$ cat src/rtl/htl_pkg.sv
// ----------------------------------------------------------------------------
// htl_pkg
// Shared widths, codes, state machine type and parent-unit result word
// for the hierarchical tree lock manager.
// ----------------------------------------------------------------------------
package htl_pkg;

  // field widths
  localparam int NODE_W   = 10;   // node_index
  localparam int REQ_W    = 16;   // requester_id
  localparam int BRANCH_W = 5;    // branching_factor register
  localparam int NODES_W  = 11;   // node_count register
  localparam int BELOW_W  = 11;   // locked-descendant count

  // defaults for top level parameters
  localparam int DEF_MAX_NODES  = 1024;
  localparam int DEF_OWNER_BITS = 16;

  // register reset values
  localparam logic [BRANCH_W-1:0] BRANCH_RST = 5'd2;
  localparam logic [NODES_W-1:0]  NODES_RST  = 11'd1024;

  // APB
  localparam int APB_AW = 3;
  localparam int APB_DW = 32;
  localparam logic REG_BRANCH = 1'b0;
  localparam logic REG_NODES  = 1'b1;

  // request codes
  localparam logic MODE_LOCK   = 1'b0;
  localparam logic MODE_UNLOCK = 1'b1;

  // parent unit: quotient bits retired per cycle
  localparam int DIV_STEPS  = 2;
  localparam int DIV_CYCLES = NODE_W / DIV_STEPS;

  typedef enum logic [2:0] {
    ST_CLEAR,
    ST_IDLE,
    ST_SELF_RD,
    ST_SELF_CHK,
    ST_WALK,
    ST_DIV_WAIT,
    ST_ANC_CHK,
    ST_FIN
  } state_t;

  typedef enum logic {
    PH_CHECK,
    PH_UPDATE
  } phase_t;

  typedef struct packed {
    logic              done;
    logic              has_parent;
    logic [NODE_W-1:0] parent;
  } div_res_t;

endpackage

$ cat src/rtl/htl_div.sv
// ----------------------------------------------------------------------------
// htl_div
// Parent unit: divides (k-1) by the branching factor, DIV_STEPS quotient
// bits per cycle, and tells whether the sibling group of k fits below
// the node count.
// ----------------------------------------------------------------------------
module htl_div (
  input  logic                          clk,
  input  logic                          rst,
  input  logic                          start,
  input  logic [htl_pkg::NODE_W-1:0]    dividend,
  input  logic [htl_pkg::BRANCH_W-1:0]  divisor,
  input  logic [htl_pkg::NODES_W-1:0]   limit,
  output htl_pkg::div_res_t             res
);

  import htl_pkg::*;

  localparam int CYC_W = $clog2(DIV_CYCLES + 1);

  logic [CYC_W-1:0]    cnt;
  logic                done;
  logic [NODE_W-1:0]   quo, quo_next, dvd;
  logic [BRANCH_W-1:0] rem, rem_next;
  logic [BRANCH_W:0]   trial;
  logic [NODE_W+1:0]   group_end;

  // restoring division, two bits a cycle
  always_comb begin
    rem_next = rem;
    quo_next = quo;
    trial    = '0;
    for (int i = 0; i < DIV_STEPS; i++) begin
      trial    = {rem_next, quo_next[NODE_W-1]};
      quo_next = {quo_next[NODE_W-2:0], 1'b0};
      if (trial >= {1'b0, divisor}) begin
        trial       = trial - {1'b0, divisor};
        quo_next[0] = 1'b1;
      end
      rem_next = trial[BRANCH_W-1:0];
    end
  end

  always_ff @(posedge clk) begin
    if (rst) begin
      cnt  <= '0;
      done <= 1'b0;
    end else begin
      done <= 1'b0;
      if (start) begin
        cnt <= CYC_W'(DIV_CYCLES);
      end else if (cnt != '0) begin
        cnt <= cnt - 1'b1;
        if (cnt == CYC_W'(1)) begin
          done <= 1'b1;
        end
      end
    end
  end

  always_ff @(posedge clk) begin
    if (start) begin
      quo <= dividend;
      dvd <= dividend;
      rem <= '0;
    end else if (cnt != '0) begin
      quo <= quo_next;
      rem <= rem_next;
    end
  end

  // q*m + m == (k-1) - r + m
  assign group_end = {2'b0, dvd} - {{(NODE_W+2-BRANCH_W){1'b0}}, rem}
                   + {{(NODE_W+2-BRANCH_W){1'b0}}, divisor};

  assign res.done       = done;
  assign res.has_parent = group_end < {{(NODE_W+2-NODES_W){1'b0}}, limit};
  assign res.parent     = quo;

endmodule

$ cat config.mk
export PLATFORM = sky130hd
export DESIGN_NAME = htl_div
export DESIGN_NICKNAME = d
export VERILOG_FILES = /design/src/rtl/htl_pkg.sv /design/src/rtl/htl_div.sv
export SDC_FILE = /design/constraint.sdc
export NUM_CORES = 1
export LEC_CHECK = 0
export ABC_AREA = 1
export BUFFER_PORTS_ARGS = -buffer_cell sky130_fd_sc_hd__buf_2
export CAP_MARGIN = 0
export CORE_MARGIN = 4
export CORE_UTILIZATION = 56
export DETAILED_ROUTE_END_ITERATION = 8
export PLACE_DENSITY = 0.79
export SYNTH_ARGS = -nofsm -noshare
export SYNTH_HDL_FRONTEND = slang
export SYNTH_SLANG_ARGS = --single-unit
export TNS_END_PERCENT = 1
$ cat constraint.sdc
create_clock -name clk -period 10.2 [get_ports clk]
set_input_delay 1.53 -clock clk [delete_from_list [all_inputs] [get_ports clk]]
set_output_delay 1.53 -clock clk [all_outputs]
set_load 0.02 [all_outputs]
**After elaboration in Yosys (flattened, before gate mapping)**

Cells that the tools add are included.
Widths: inputs -> output; s select.

- Register bits after elaboration: 29
- Input bits: 29
- Output and inout bits: 12
- Logic and storage cells: 29

- Add/sub/neg operators: 5
- $lt $le $gt $ge: 3
- Equality and inequality tests: 1
- Mux-type cells: 9
- Bitwise gates (word level): 1
- Reductions and logical operators: 4

Operators with widths:

| operator | count |
|---|---|
| $mux 10 | 2 |
| $add 11x6->12 | 1 |
| $ge 6x5->1 | 2 |
| $lt 12x11->1 | 1 |
| $sub 10x5->11 | 1 |
| $mux 5 | 2 |
| $sub 5x5->5 | 2 |
| $mux 3 | 2 |
| $eq 3x1->1 const B | 1 |
| $mux 1 | 3 |
| $reduce_bool 3->1 | 1 |
| $reduce_or 3->1 | 1 |
| $sub 3x1->3 const B | 1 |
| $reduce_bool 2->1 | 1 |
| $reduce_or 2->1 | 1 |
| $not 1->1 | 1 |

**Longest topological paths before layout**

- Word-level depth: 6
- Gate-level depth with buffers: 28

**Worst setup path before layout**

OpenSTA, ideal clock, no wires.

- Kind: input port to output port
- Start: input divisor[0] in the netlist's numbering
- End: output res[10] in the netlist's numbering
- Arrival time: 3.688 ns
- Path slack: 4.982 ns
- Stages: 18
- Path buffers: 0
- Cells stage by stage: ha_1 inv_1 fa_1 o21ai_2 nand2_1 nand2_1 nand3_1 xor2_1 ha_1 nand2_1 nor2_1 nor3_1 nand2_1 nand2_1 nand2_1 nand2_1 nand2_1 a21oi_2

RTL lines:

| item | line | source |
|---|---|---|
| start, declared | htl_div.sv:12 | `input logic [htl_pkg::BRANCH_W-1:0] divisor,` |
| end, declared | htl_div.sv:14 | `output htl_pkg::div_res_t res` |

==> results.cfg <==
[layout]
antenna_cells = 0
fin_cells = 457
fin_nets = 470
drive_above_1_share = 0.180
fillers = 402
area_delta_synth_final_pct = 13.0
finish.utilization = 0.674
layout_commonest_cell = nand2_1
most-common-layout-cells = nand2_1 (105), inv_1 (68), buf_2 (40)

[cts]
post_cts_resized = 0
cts_tree = yes
cts_made_buffers = 5
cts.path.max_buffers = 2
cts_max_level = 2
worst_skew_pair.late_latency_ns = 0.28
cts_root_buf = clkbuf_8
clkSlewWorstSetupHoldPaths_ns = 0.06
post_cts_buffers = 0
cts_sinks = 29
cts-hold-fix-buffers = 0

[logic_synthesis]
ys_seq_elements = 29
yosysSeqAreaShare = 0.293
syn-instance-count = 361
synth.avg_cell_area_sq_um = 7.39
syn_area_sq_um = 2670
synthSimpleGateAreaFrac = 0.290
synth-warning-count = 0
synth_ff_type = edfxtp_1
syn-num-nets = 427
synth_xor_area_frac = 0.0427
synth_edf_count = 20
synthAdderAreaFrac = 0.185
synth_top_family_by_area = simple AND/OR/NAND/NOR gates
synth_cell_types = 35
synth-compound-area-share = 0.0863
synth-async-reset-ratio = 0
synth_mux_area_frac = 0

[route]
vias = 2325
ant_nets = 0
drt_iter0_markers = 66
wl_per_cell_um = 11.8
drc = 0
dr.pass1.iters = 4
drt-total-wl_um = 5410
viasPerCell = 5.09

[sta]
period_minus_slack_ns = 5.55
finalHoldViolations = 0
tightest_slew_ns = 0.456
hold_slack_ns = 0.483
fmax_mhz = 180
finClkSkew_ns = 0.00502
finalMaxSlewViolations = 0
rsz0062_at_grt = no
slew-limit-headroom = 0.695
final-setup-viol-count = 0
finalCritPeriodShare = 0.544
setup_tns_ns = 0

[placement]
dp_hpwl_um = 4530
numPlacedInstances = 449
io_buffers = 40
gp_congestion = 0.908

[critical_path]
slowest_delay_ns = 0.41
path_common_cell = nand2_1
critical_path_class = input port to primary output
cp-end-kind = primary output
worst_ep_arrival_time_ns = 4.02
critPathLaunchType = input port
path_max_fanout = 3
cp_cell_sequence = buf_2 > ha_1 > inv_1 > fa_1 > o21ai_2 > nand2_1 > nand2_1 > nand3_1 > xor2_1 > ha_1 > nand2_1 > nor2_1 > nor3_1 > nand2_1 > nand2_1 > nand2_1 > nand2_1 > nand2_1 > a21oi_2 > buf_2
worstPathRequired_ns = 8.67
cp_slowest_cell = fa_1

[global_route]
grt_start_max_net_pins = 25
grt_pass1_vias = 2219
antenna_found_initial = 0
grt_usage = 0.189
gr-total-overflow = 0
grt_pass1_wl_um = 9210

[flow_run]
drv_cap = 0

[pwr]
power_switching_w = 0.000423
power_frac_seq = 0.198
power_density_nw_per_um2 = 288
leakage_nw = 1.66
p_sw_frac = 0.487
pwr-share-comb = 0.685
ir_drop_mv = 0.184
p_int_w = 0.000445
clkPwrFrac = 0.117

[die]
die_h_um = 77.0
die_w_um = 77.0
rows = 24
core-area_sq_um = 4470
start_util = 0.596
ios = 41
die-area_sq_um = 5930

[min_path]
hold_path.class = flip-flop to flip-flop

[status]
status = complete, no violations
-- cell type report --
type                       count  area (sq um)  area share
clock inverter                 1          5.00     0.00166
inverter                      69           259      0.0859
tap                           52          65.1      0.0216
multi-input combinational    259          1610       0.534
timing repair buffer          40           200      0.0664
clock buffer                   7          96.3      0.0319
sequential                    29           781       0.259
-- worst max-delay path: cells and delay by family --
kind / cells / cell delay (ns)
adders and majority gates: 3 / 0.88
AOI/OAI and AO/OA: 2 / 0.27
and+or+nand+nor: 11 / 0.80
buffers and inverters: 3 / 0.33
xor gates and xnor gates: 1 / 0.18
-- Yosys cell counts, types with 2 or more instances --
master | instances | share of area
o21ai_0 | 9 | 0.017
xor2_1 | 9 | 0.030
inv_1 | 68 | 0.096
a21oi_1 | 14 | 0.026
nor2_4 | 4 | 0.017
a21oi_2 | 2 | 0.0066
ha_1 | 33 | 0.15
clkbuf_1 | 3 | 0.0042
dfxtp_1 | 9 | 0.068
o21ai_2 | 4 | 0.013
nor2_1 | 22 | 0.031
fa_1 | 4 | 0.030
o21bai_1 | 2 | 0.0056
nor3_1 | 4 | 0.0075
nand3_1 | 21 | 0.039
nand2_2 | 6 | 0.014
edfxtp_1 | 20 | 0.23
nand2_1 | 105 | 0.15
xnor2_1 | 4 | 0.013
nand4_1 | 3 | 0.0070
-- metrics by stage --
stage          power [W]  area, sq um  setup WS, ns
2_1_floorplan   0.000642         2670          4.98
3_3_place_gp    0.000745         2920          4.74
3_5_place_dp    0.000764         2920          4.66
4_1_cts         0.000872         3020          4.66
5_1_grt         0.000967         3020          4.31
6_report        0.000868         3020          4.65
-- power groups by stage --
stage	registers (W)	logic, W	clock network, W
after floorplan	0.000179	0.000463	0
after global placement	0.000173	0.000572	0
after detailed placement	0.000173	0.000591	0
after CTS	0.000171	0.000595	0.000105
after global routing	0.000174	0.000683	0.000111
final	0.000172	0.000595	0.000102
-- cell families after synthesis --
kind of cell / after synthesis
AND/OR/NAND/NOR: 172
buffers and inverters: 73
AO/OA/AOI/OAI: 37
adder cells (fa/ha/maj): 37
flip-flops: 29
XOR/XNOR: 13
-- worst paths after layout --
path              cells after the start  startpoint      end  slack [ns]
setup reg to reg                     16      quo[9]   quo[0]        6.99
hold reg to reg                       1      cnt[2]     done        0.48
hold / removal                        1      cnt[2]     done        0.48
setup / recovery                     20  divisor[0]  res[10]        4.65
-- flip-flops by register name, summed over array words and instances, names as in the netlist --
register,cells
done,1
cnt,3
dvd,10
rem,5
quo,10
-- per-layer routing --
layer | wire length [um] | GRT usage
met3 | 294 | 0.0222
met4 | 71 | 0.0765
met5 | 0 | 0
met2 | 2450 | 0.316
met1 | 2600 | 0.247
Power figures use the tool's default switching activity.
