### config.mk
export PLATFORM = sky130hd
export DESIGN_NAME = htl_ram
export DESIGN_NICKNAME = d
export VERILOG_FILES = /design/src/rtl/htl_ram.sv
export SDC_FILE = /design/constraint.sdc
export NUM_CORES = 1
export LEC_CHECK = 0
export ABC_AREA = 1
export BUFFER_PORTS_ARGS = -buffer_cell sky130_fd_sc_hd__buf_2
export CAP_MARGIN = 20
export CELL_PAD_IN_SITES_DETAIL_PLACEMENT = 0
export CELL_PAD_IN_SITES_GLOBAL_PLACEMENT = 1
export CORE_MARGIN = 1.5
export CORE_UTILIZATION = 49
export CTS_CLUSTER_SIZE = 28
export DETAILED_ROUTE_END_ITERATION = 8
export PLACE_DENSITY_LB_ADDON = 0.05
export SLEW_MARGIN = 20
export SYNTH_ARGS = -nofsm -noshare
export SYNTH_HDL_FRONTEND = slang
export SYNTH_SLANG_ARGS = --single-unit
### constraint.sdc
create_clock -name clk -period 1.44 [get_ports clk]
set_input_delay 0.072 -clock clk [delete_from_list [all_inputs] [get_ports clk]]
set_output_delay 0.072 -clock clk [all_outputs]
set_load 0.01 [all_outputs]
### src/rtl/htl_ram.sv
// ----------------------------------------------------------------------------
// htl_ram
// Generic single write port, single read port RAM with registered read.
// ----------------------------------------------------------------------------
module htl_ram #(
  parameter int WIDTH = 8,
  parameter int DEPTH = 16
) (
  input  logic                     clk,
  input  logic                     we,
  input  logic [$clog2(DEPTH)-1:0] waddr,
  input  logic [WIDTH-1:0]         wdata,
  input  logic [$clog2(DEPTH)-1:0] raddr,
  output logic [WIDTH-1:0]         rdata
);

  logic [WIDTH-1:0] mem [DEPTH];

  always_ff @(posedge clk) begin
    if (we) begin
      mem[waddr] <= wdata;
    end
    rdata <= mem[raddr];
  end

endmodule

======== After elaboration in Yosys (flattened, before gate mapping) ========
Memories as Yosys holds them, arrays and structs flattened. A register that Yosys moved wholly into a read port is not among the register bits.
Index checks and enable logic that the tools add are counted.
word-level totals
  flip-flop bits (word level) ............. 0
  word-level logic and storage cells ...... 3
  memories kept ........................... 1
  bits in writable memories ............... 128
cells by class
  multiplexer cells ....................... 2
memory list
  memory  words  width  read ports  clocked after memory_dff  write ports  line  RTL
  mem     16     8      1           1                         1            17    logic [WIDTH-1:0] mem [DEPTH];
operator list
  operator  count
  $mux W1   2

======== Depth between registers and ports, before layout ========
Gate-level depths: netlist of run 1.
  word-level depth ........................ 2
  gate-level depth with buffers ........... 8
  gate-level depth less buffers ........... 7

======== Least setup slack after synthesis of run 1 ========
OpenSTA, ideal clock, no wires.
  path type ............................... input-to-reg
  from .................................... input waddr[2]
  to ...................................... memory mem[10][0], enable pin
  stages .................................. 2
  buffers on the path ..................... 0
  setup slack ............................. 0.417 ns
  data arrival time ....................... 0.653 ns
  path through ............................ nand3b_1 -> nor2_1
RTL lines
  element             line  RTL
  start: declaration  11    input logic [$clog2(DEPTH)-1:0] waddr,
  end: declaration    17
No word-level cell before the write port.

==> impl_metrics.ini, run 1 <==
[drt]
drt-initial-drc-count = 256
wl_um = 13400
postRouteAntennaNets = 0
via_per_inst = 5.04
firstDrtPassIters = 4
wire_per_inst_um = 17.8
via_count = 3793
drcViolationCount = 0

[final_layout]
final_layout_size_suffix_gt1_frac = 0.135
stdcell_area_mm2 = 0.00682
final_nets = 614
multi_input_area_mm2 = 0.00121
fillCellCount = 931
areaGrowthSynthToFinish_pct = 18.3
seqCellArea_mm2 = 0.00400
insertedDiodeCount = 0
post-route-util = 0.595
instances_no_fill = 752

[place]
port_buffers = 25
dp.cells = 720
globalplace.congestion = 0.843
place_area_mm2 = 0.00614
hpwl_um = 8230

[clock_network]
hold_buffers = 0
postCtsSetupRepairBufs = 0
cts.repair.resized = 0
cts_tree = yes
cts_buffer_depth = 2
cts_buffers = 17
clkTransAtPathRegs_ps = 60
clockRootBuffer = clkbuf_16
clock_latency_ps = 420
htree_levels = 4
cts.sink_count = 136

[worst_setup_path]
end_kind = register
regToRegSetupSlack_ps = 410
reg2reg_from = mem[5][0]
worstPathRequired_ps = 1750
r2r_cells = 6
critPathKind = register to register
cp-start-kind = register
r2r_end = rdata[0]
crit_arrival_ps = 1330
cp_max_fo = 1

[global_route]
grt_use_total = 0.228
grt_pass1_wl_um = 20600
grt_pass1_vias = 3599
grt_max_degree = 39
grt_overflow_total = 0
antenna_found_initial = 0

[status]
outcome = complete, no violations

[pwr]
peakVddDrop_mv = 1.00
leakage_nw = 2.99
power_density_mw_per_mm2 = 1460
finalPower_mw = 9.96

[yosys]
syn_inst = 551
seq_area_frac_synth = 0.694
avgSynthCellArea_um2 = 10.5
syn_area_mm2 = 0.00577
yosys_warnings = 0
synthDistinctLibCells = 12
synth_seq_cells = 136
synth_nets = 569

[timing]
rsz0062_at_grt = no
skew_ps = 10.2
min_period_ps = 1030
setup_violations = 0
drv_slew = 0
tns_ps = 0
fmax_mhz = 975
hold_viol_final = 0
slew_headroom = 0.732
worstMarginPinSlew_ps = 402
period_share = 0.712

[floorplan]
fp.dieW_um = 111
core-area_mm2 = 0.0115
core.rowCount = 39
initial_core_util = 0.503
die_h_um = 111
io-pin-count = 26
dieArea_mm2 = 0.0124

[hold_path]
hp-class = input port to register
whs_endpoint = rdata[4]
worstHoldStart = raddr[3]
hold_depth = 3

[run]
max-cap-violations = 0
[cell usage after synthesis]
cell      count  area (µm²)
buf_1         1        3.75
buf_2        13        65.1
buf_4         4        30.0
buf_6         6        67.6
dfxtp_1       8         160
edfxtp_1    128        3840
inv_1       100         375
inv_2         2        7.51
nand2_1     173         649
nand3_1      97         485
nand3b_1      2        15.0
nor2_1       17        63.8
[report_power, final]
group	switching (mW)	total, mW	internal (mW)
Clock	1.59	4.94	3.35
Combinational	0.392	0.567	0.175
Sequential	0.0300	4.46	4.43
Total	2.01	9.96	7.95
[cell families (layout without fill, tap and decap cells)]
| family | Yosys count | after routing | synth area share |
|---|---|---|---|
| buffers and inverters | 126 | 184 | 0.0952 |
| DFF | 136 | 136 | 0.694 |
| and+or+nand+nor | 289 | 289 | 0.210 |
[layer usage]
metal / track usage / wire (µm) / vias to the layer above
met5: 0 / 0 / -
met4: 0.0987 / 286 / 0
met3: 0.0414 / 614 / 20
met2: 0.357 / 6400 / 98
met1: 0.315 / 6100 / 1812
li1: - / - / 1863
[metrics by stage]
stage / setup slack [ps] / hold WS [ps]
2_1_floorplan: 417 / 171
3_3_place_gp: 293 / 456
3_5_place_dp: 294 / 467
4_1_cts: 401 / 28.3
5_1_grt: 345 / 51.1
6_report: 414 / 39.4
[registers in the layout, summed over array words and instances, names as in the netlist]
| signal | count |
|---|---|
| mem | 128 |
| rdata | 8 |
[layout by cell type, fill, tap and decap left out]
cell type,count
nand2_1,173
inv_2,2
clkbuf_8,2
dfxtp_1,8
nor2_1,17
edfxtp_1,128
clkinv_2,1
inv_1,100
nand3_1,97
clkbuf_16,17
buf_2,25
clkbuf_1,2
bufinv_16,6
nand3b_1,2
buf_4,21
clkinv_4,2
clkinvlp_4,1
buf_12,4
inv_6,1
[critical path, stage by stage, from the launching register on]
cell and delay [ps]:
edfxtp_1 360, inv_1 70, nand2_1 60, nand3_1 130, nand3_1 130, nand3_1 120, nand2_1 60
[layout make-up]
type / instances / share of cell area
Sequential cell: 136 / 0.587
Multi-Input combinational cell: 289 / 0.178
Clock buffer: 21 / 0.0675
Inverter: 102 / 0.0561
Timing Repair Buffer: 50 / 0.0532
Clock inverter: 11 / 0.0321
Tap cell: 143 / 0.0262
[worst max-delay path by stage]
stage,from,endpoint,depth (start not counted)
5_1_grt,mem[4][6],rdata[6],6
4_1_cts,mem[4][6],rdata[6],6
6_report,mem[5][0],rdata[0],6
2_1_floorplan,waddr[2],mem[10][0],2
3_5_place_dp,raddr[0],rdata[3],7
3_3_place_gp,raddr[2],rdata[5],6
Note: power is estimated with default switching activity, not from simulation.
==> run 2, diff against run 1 <==
--- a/config.mk
+++ b/config.mk
@@ -5,13 +5,13 @@
 export SDC_FILE = /design/constraint.sdc
 export NUM_CORES = 1
 export LEC_CHECK = 0
-export ABC_AREA = 1
+export ABC_AREA = 0
 export BUFFER_PORTS_ARGS = -buffer_cell sky130_fd_sc_hd__buf_2
 export CAP_MARGIN = 20
 export CELL_PAD_IN_SITES_DETAIL_PLACEMENT = 0
 export CELL_PAD_IN_SITES_GLOBAL_PLACEMENT = 1
 export CORE_MARGIN = 1.5
-export CORE_UTILIZATION = 49
+export CORE_UTILIZATION = 48
 export CTS_CLUSTER_SIZE = 28
 export DETAILED_ROUTE_END_ITERATION = 8
 export PLACE_DENSITY_LB_ADDON = 0.05
==> constraint.sdc (replaced) <==
create_clock -name clk -period 0.88 [get_ports clk]
set_input_delay 0.044 -clock clk [delete_from_list [all_inputs] [get_ports clk]]
set_output_delay 0.044 -clock clk [all_outputs]
set_load 0.01 [all_outputs]
==> impl_metrics.ini, run 2 <==
[floorplan]
core.rowCount = 37
io-pin-count = 26
initial_core_util = 0.496
core-area_mm2 = 0.0104
die_h_um = 107
dieArea_mm2 = 0.0114
fp.dieW_um = 107

[worst_setup_path]
critPathKind = register to register
cp_max_fo = 1
crit_arrival_ps = 1640
end_kind = register
cp-start-kind = register
worstPathRequired_ps = 1280

[final_layout]
layout_common_cells = 128 x edfxtp_1, 32 x mux4_2, 20 x buf_2, 20 x buf_12, 17 x buf_4
areaGrowthSynthToFinish_pct = 29.4
final_nets = 326
final_layout_size_suffix_gt1_frac = 0.475
regMostFlops = mem
largest_reg_flops = 128
insertedDiodeCount = 0
stdcell_area_mm2 = 0.00666
final_common_cell = edfxtp_1
top_regs = mem x128, rdata x8

[status]
outcome = finished with violations
violations = setup timing

[yosys]
syn_inst = 229
synthDistinctLibCells = 19
yosys_warnings = 0
avgSynthCellArea_um2 = 22.5
synth-async-reset-ratio = 0
ys.flop_type = edfxtp_1
ys_top_cells_by_count = 128 x edfxtp_1, 18 x mux4_2, 16 x a22oi_1, 14 x mux4_1, 13 x nor2_1
yosysMostFrequentCell = edfxtp_1
seq_area_frac_synth = 0.778
synth_edf_count = 128
synth_top_area_share = 0.747
ys_top_cells_by_area = edfxtp_1 75%, mux4_2 7.9%, mux4_1 7.1%, dfxtp_1 3.1%, a22oi_1 2.3%
synth_seq_cells = 136
synth_top_area_cell = edfxtp_1
syn_area_mm2 = 0.00515
synth_nets = 247

[global_route]
grt_max_degree = 17
grt_pass1_vias = 2603
grt_use_total = 0.189
antenna_found_initial = 0
grt_pass1_wl_um = 15000
grt_overflow_total = 0

[hold_path]
hp-class = input port to register

[clock_network]
cts.sink_count = 136
postCtsSetupRepairBufs = 0
cts_buffers = 17
cts_buffer_depth = 2
clkTransAtPathRegs_ps = 60
clock_latency_ps = 520
clockRootBuffer = clkbuf_8
cts_tree = yes
htree_levels = 4

[drt]
wire_per_inst_um = 20.6
postRouteAntennaNets = 0
via_per_inst = 5.49
drt-initial-drc-count = 169
firstDrtPassIters = 4
via_count = 2503
drcViolationCount = 0
wl_um = 9390

[run]
max-cap-violations = 0

[place]
place_area_mm2 = 0.00594
hpwl_um = 6270
globalplace.congestion = 0.700
port_buffers = 25

[pwr]
leakage_nw = 2.22
peakVddDrop_mv = 1.24
power_density_mw_per_mm2 = 2220

[timing]
hold_viol_final = 0
skew_ps = 7.49
fmax_mhz = 807
drv_slew = 0
worstMarginPinSlew_ps = 867
rsz0062_at_grt = yes
slew_headroom = 0.420
period_share = 1.41
finalWorstSetupSlack_ps = -360
min_period_ps = 1240
tns_ps = -3550
setup_violations = 16
## run 2: cell count changes in the layout (fill, tap and decap cells not counted), sizes merged, moves of 8 or more
| cell | delta |
|---|---|
| nand2 | -164 |
| buf | +12 |
| a22oi | +16 |
| dlygate4sd3 | +8 |
| mux4 | +32 |
| inv | -103 |
| nand3 | -96 |
## run 2: critical path, stage by stage, from the launching register on
cell and delay [ps]:
edfxtp_1 370, mux4_2 490, a22oi_2 200, nand2_1 70
## run 2: repair_timing
item,CTS,global route
endpoints found under the hold margin,128,0
pin swaps,4,2
resized for setup,12,8
gates cloned,0,0
setup endpoints to repair,16,16
hold buffers,8,0
## run 2: area by class of cell
| type | instances | area [µm²] |
|---|---|---|
| flip-flops and latches | 136 | 4010 |
| fillers | 716 | 3710 |
| clock inverters | 12 | 130 |
| multi-input cells | 83 | 1160 |
| clock buffers | 19 | 422 |
| well taps | 136 | 170 |
| repair buffers | 70 | 764 |
## run 2: power by group
group          leakage (nW)  switching, mW  total (mW)  internal [mW]
Combinational         0.733          0.454       0.930          0.477
Sequential             1.22         0.0477        7.30           7.25
Clock                 0.259           2.54        6.54           4.00
Total                  2.22           3.05        14.8           11.7
## run 2: logic make-up (layout without fill, tap and decap cells)
family | count (synthesis) | in the layout | synth area share
compound gates | 16 | 16 | 0.0233
simple gates | 35 | 35 | 0.0318
flops | 136 | 136 | 0.778
buf+inv | 10 | 101 | 0.0168
mux | 32 | 32 | 0.150
## run 2: stage by stage
step	cells	hold slack, ps	total power [mW]	utilization	worst slack [ps]
floorplan	229	143	7.85	-	-267
global placement	417	433	8.27	0.573	-577
detailed placement	417	436	8.28	0.573	-593
CTS	456	36.6	14.9	0.639	-383
global route	456	78.5	15.3	0.642	-410
finish	456	56.6	14.8	0.642	-360
## run 2: final timing paths
kind / from / endpoint / slack (ps) / cells after the start
hold reg to reg: mem[11][5] / rdata[5] / 690 / 3
hold / removal: raddr[2] / rdata[1] / 60 / 4
setup / recovery: mem[3][1] / rdata[1] / -360 / 3
setup reg to reg: mem[3][1] / rdata[1] / -360 / 3
## run 2: routing by layer
layer / track usage / routed length [µm]
met5: 0 / 0
met4: 0.0695 / 148
met3: 0.0509 / 431
met2: 0.297 / 4690
met1: 0.258 / 4120
==> run 3, diff against run 2 <==
--- a/config.mk
+++ b/config.mk
@@ -6,14 +6,14 @@
 export NUM_CORES = 1
 export LEC_CHECK = 0
 export ABC_AREA = 0
-export BUFFER_PORTS_ARGS = -buffer_cell sky130_fd_sc_hd__buf_2
 export CAP_MARGIN = 20
 export CELL_PAD_IN_SITES_DETAIL_PLACEMENT = 0
 export CELL_PAD_IN_SITES_GLOBAL_PLACEMENT = 1
 export CORE_MARGIN = 1.5
-export CORE_UTILIZATION = 48
+export CORE_UTILIZATION = 50
 export CTS_CLUSTER_SIZE = 28
 export DETAILED_ROUTE_END_ITERATION = 8
+export DONT_BUFFER_PORTS = 1
 export PLACE_DENSITY_LB_ADDON = 0.05
 export SLEW_MARGIN = 20
 export SYNTH_ARGS = -nofsm -noshare
==> impl_metrics.ini, run 3 (synthesized netlist as in run 2, its figures left out) <==
[global_route]
grt_pass1_wl_um = 14400
grt_pass1_vias = 2573
antenna_found_initial = 0
grt_overflow_total = 0
grt_max_degree = 33
grt_use_total = 0.186

[drt]
firstDrtPassIters = 4
postRouteAntennaNets = 0
drt-initial-drc-count = 86
via_count = 2318
wl_um = 9220
drcViolationCount = 0
via_per_inst = 5.72
wire_per_inst_um = 22.8

[timing]
slew_headroom = 0.401
min_period_ps = 1260
drv_slew = 0
whs_ps = -162
hold_viol_final = 50
finalWorstSetupSlack_ps = -384
setup_violations = 16
rsz0062_at_grt = yes
worstMarginPinSlew_ps = 895
tns_ps = -2990
skew_ps = 9.32
fmax_mhz = 791
period_share = 1.44

[final_layout]
instances_no_fill = 405
insertedDiodeCount = 0
layout_common_cells = 128 x edfxtp_1, 32 x mux4_2, 16 x clkbuf_16, 11 x a22oi_2, 11 x buf_12
final_layout_size_suffix_gt1_frac = 0.404
final_nets = 279
areaGrowthSynthToFinish_pct = 21.2
top_regs = mem x128, rdata x8
final_common_cell = edfxtp_1
regMostFlops = mem
largest_reg_flops = 128

[pwr]
power_density_mw_per_mm2 = 2300
leakage_nw = 1.97
peakVddDrop_mv = 1.28

[floorplan]
dieArea_mm2 = 0.0109
core.rowCount = 36
fp.dieW_um = 104
io-pin-count = 26
initial_core_util = 0.522
core-area_mm2 = 0.00986
die_h_um = 104

[clock_network]
cts_buffers = 17
clock_latency_ps = 520
cts_tree = yes
clockRootBuffer = clkbuf_8
cts.sink_count = 136
htree_levels = 4
clkTransAtPathRegs_ps = 60
postCtsSetupRepairBufs = 0
hold_buffers = 9
cts_buffer_depth = 2

[worst_setup_path]
cp-start-kind = register
end_kind = register
critPathKind = register to register
cp_max_fo = 1
crit_arrival_ps = 1660
worstPathRequired_ps = 1280

[run]
max-cap-violations = 0

[status]
violations = hold timing, setup timing
outcome = finished with violations

[hold_path]
hp-class = input port to register

[place]
port_buffers = 0
globalplace.congestion = 0.729
dp.cells = 366
hpwl_um = 5970
==> run 3: cell count changes in the layout (fill, tap and decap cells not counted), moves of 3 or more <==
cell | previous run | this run
buf_2 | 20 | 0
buf_4 | 17 | 3
buf_12 | 20 | 11
buf_6 | 5 | 0
dfxtp_1 | 3 | 0
dfxtp_4 | 0 | 3
==> run 3: routing by layer <==
layer	GRT usage	wire length, µm
met5	0	0
met3	0.0420	591
met1	0.239	3580
met4	0.0804	132
met2	0.307	4910
==> run 3: final timing paths <==
path                                  from       end  slack (ps)  depth (start not counted)
worst min-delay path              raddr[1]  rdata[4]        -160                          3
worst max-delay path            mem[11][4]  rdata[4]        -380                          3
worst min register to register   mem[6][2]  rdata[2]         680                          3
worst max register to register  mem[11][4]  rdata[4]        -380                          3
==> run 3: timing repair <==
| item | 4_1_cts | 5_1_grt |
|---|---|---|
| hold endpoints to repair | 182 | 40 |
| setup endpoints to repair | 16 | 48 |
| pin swaps | 2 | 4 |
| resized for setup | 16 | 7 |
==> run 3: power by group <==
part | leakage [nW] | internal [mW] | switching [mW] | total, mW
clock | 0.258 | 3.98 | 2.45 | 6.43
combinational | 0.485 | 0.297 | 0.296 | 0.593
sequential | 1.23 | 7.26 | 0.0717 | 7.33
total | 1.97 | 11.5 | 2.82 | 14.4
==> run 3: layout make-up <==
class                           instances  area [µm²]
Clock inverter                         12         131
Timing Repair Buffer                   23         335
Multi-Input combinational cell         83        1170
Clock buffer                           18         418
Sequential cell                       136        4020
Fill cell                             672        3620
Tap cell                              133         166
==> run 3: critical path, stage by stage (launching register included) <==
cell and delay (ps):
edfxtp_1 370, mux4_2 480, a22oi_2 220, nand2_1 70
==> run 3: through the flow <==
| stage | hold slack (ps) | utilization | worst slack [ps] | total power [mW] | cell area (µm²) |
|---|---|---|---|---|---|
| 6_report | -162 | 0.633 | -384 | 14.4 | 6240 |
| 5_1_grt | -151 | 0.633 | -420 | 14.7 | 6240 |
| 4_1_cts | -172 | 0.630 | -395 | 14.4 | 6220 |
| 3_5_place_dp | 144 | 0.560 | -452 | 7.91 | 5530 |
| 3_3_place_gp | 144 | 0.560 | -435 | 7.89 | 5530 |
| 2_1_floorplan | 143 | - | -267 | 7.85 | 5230 |
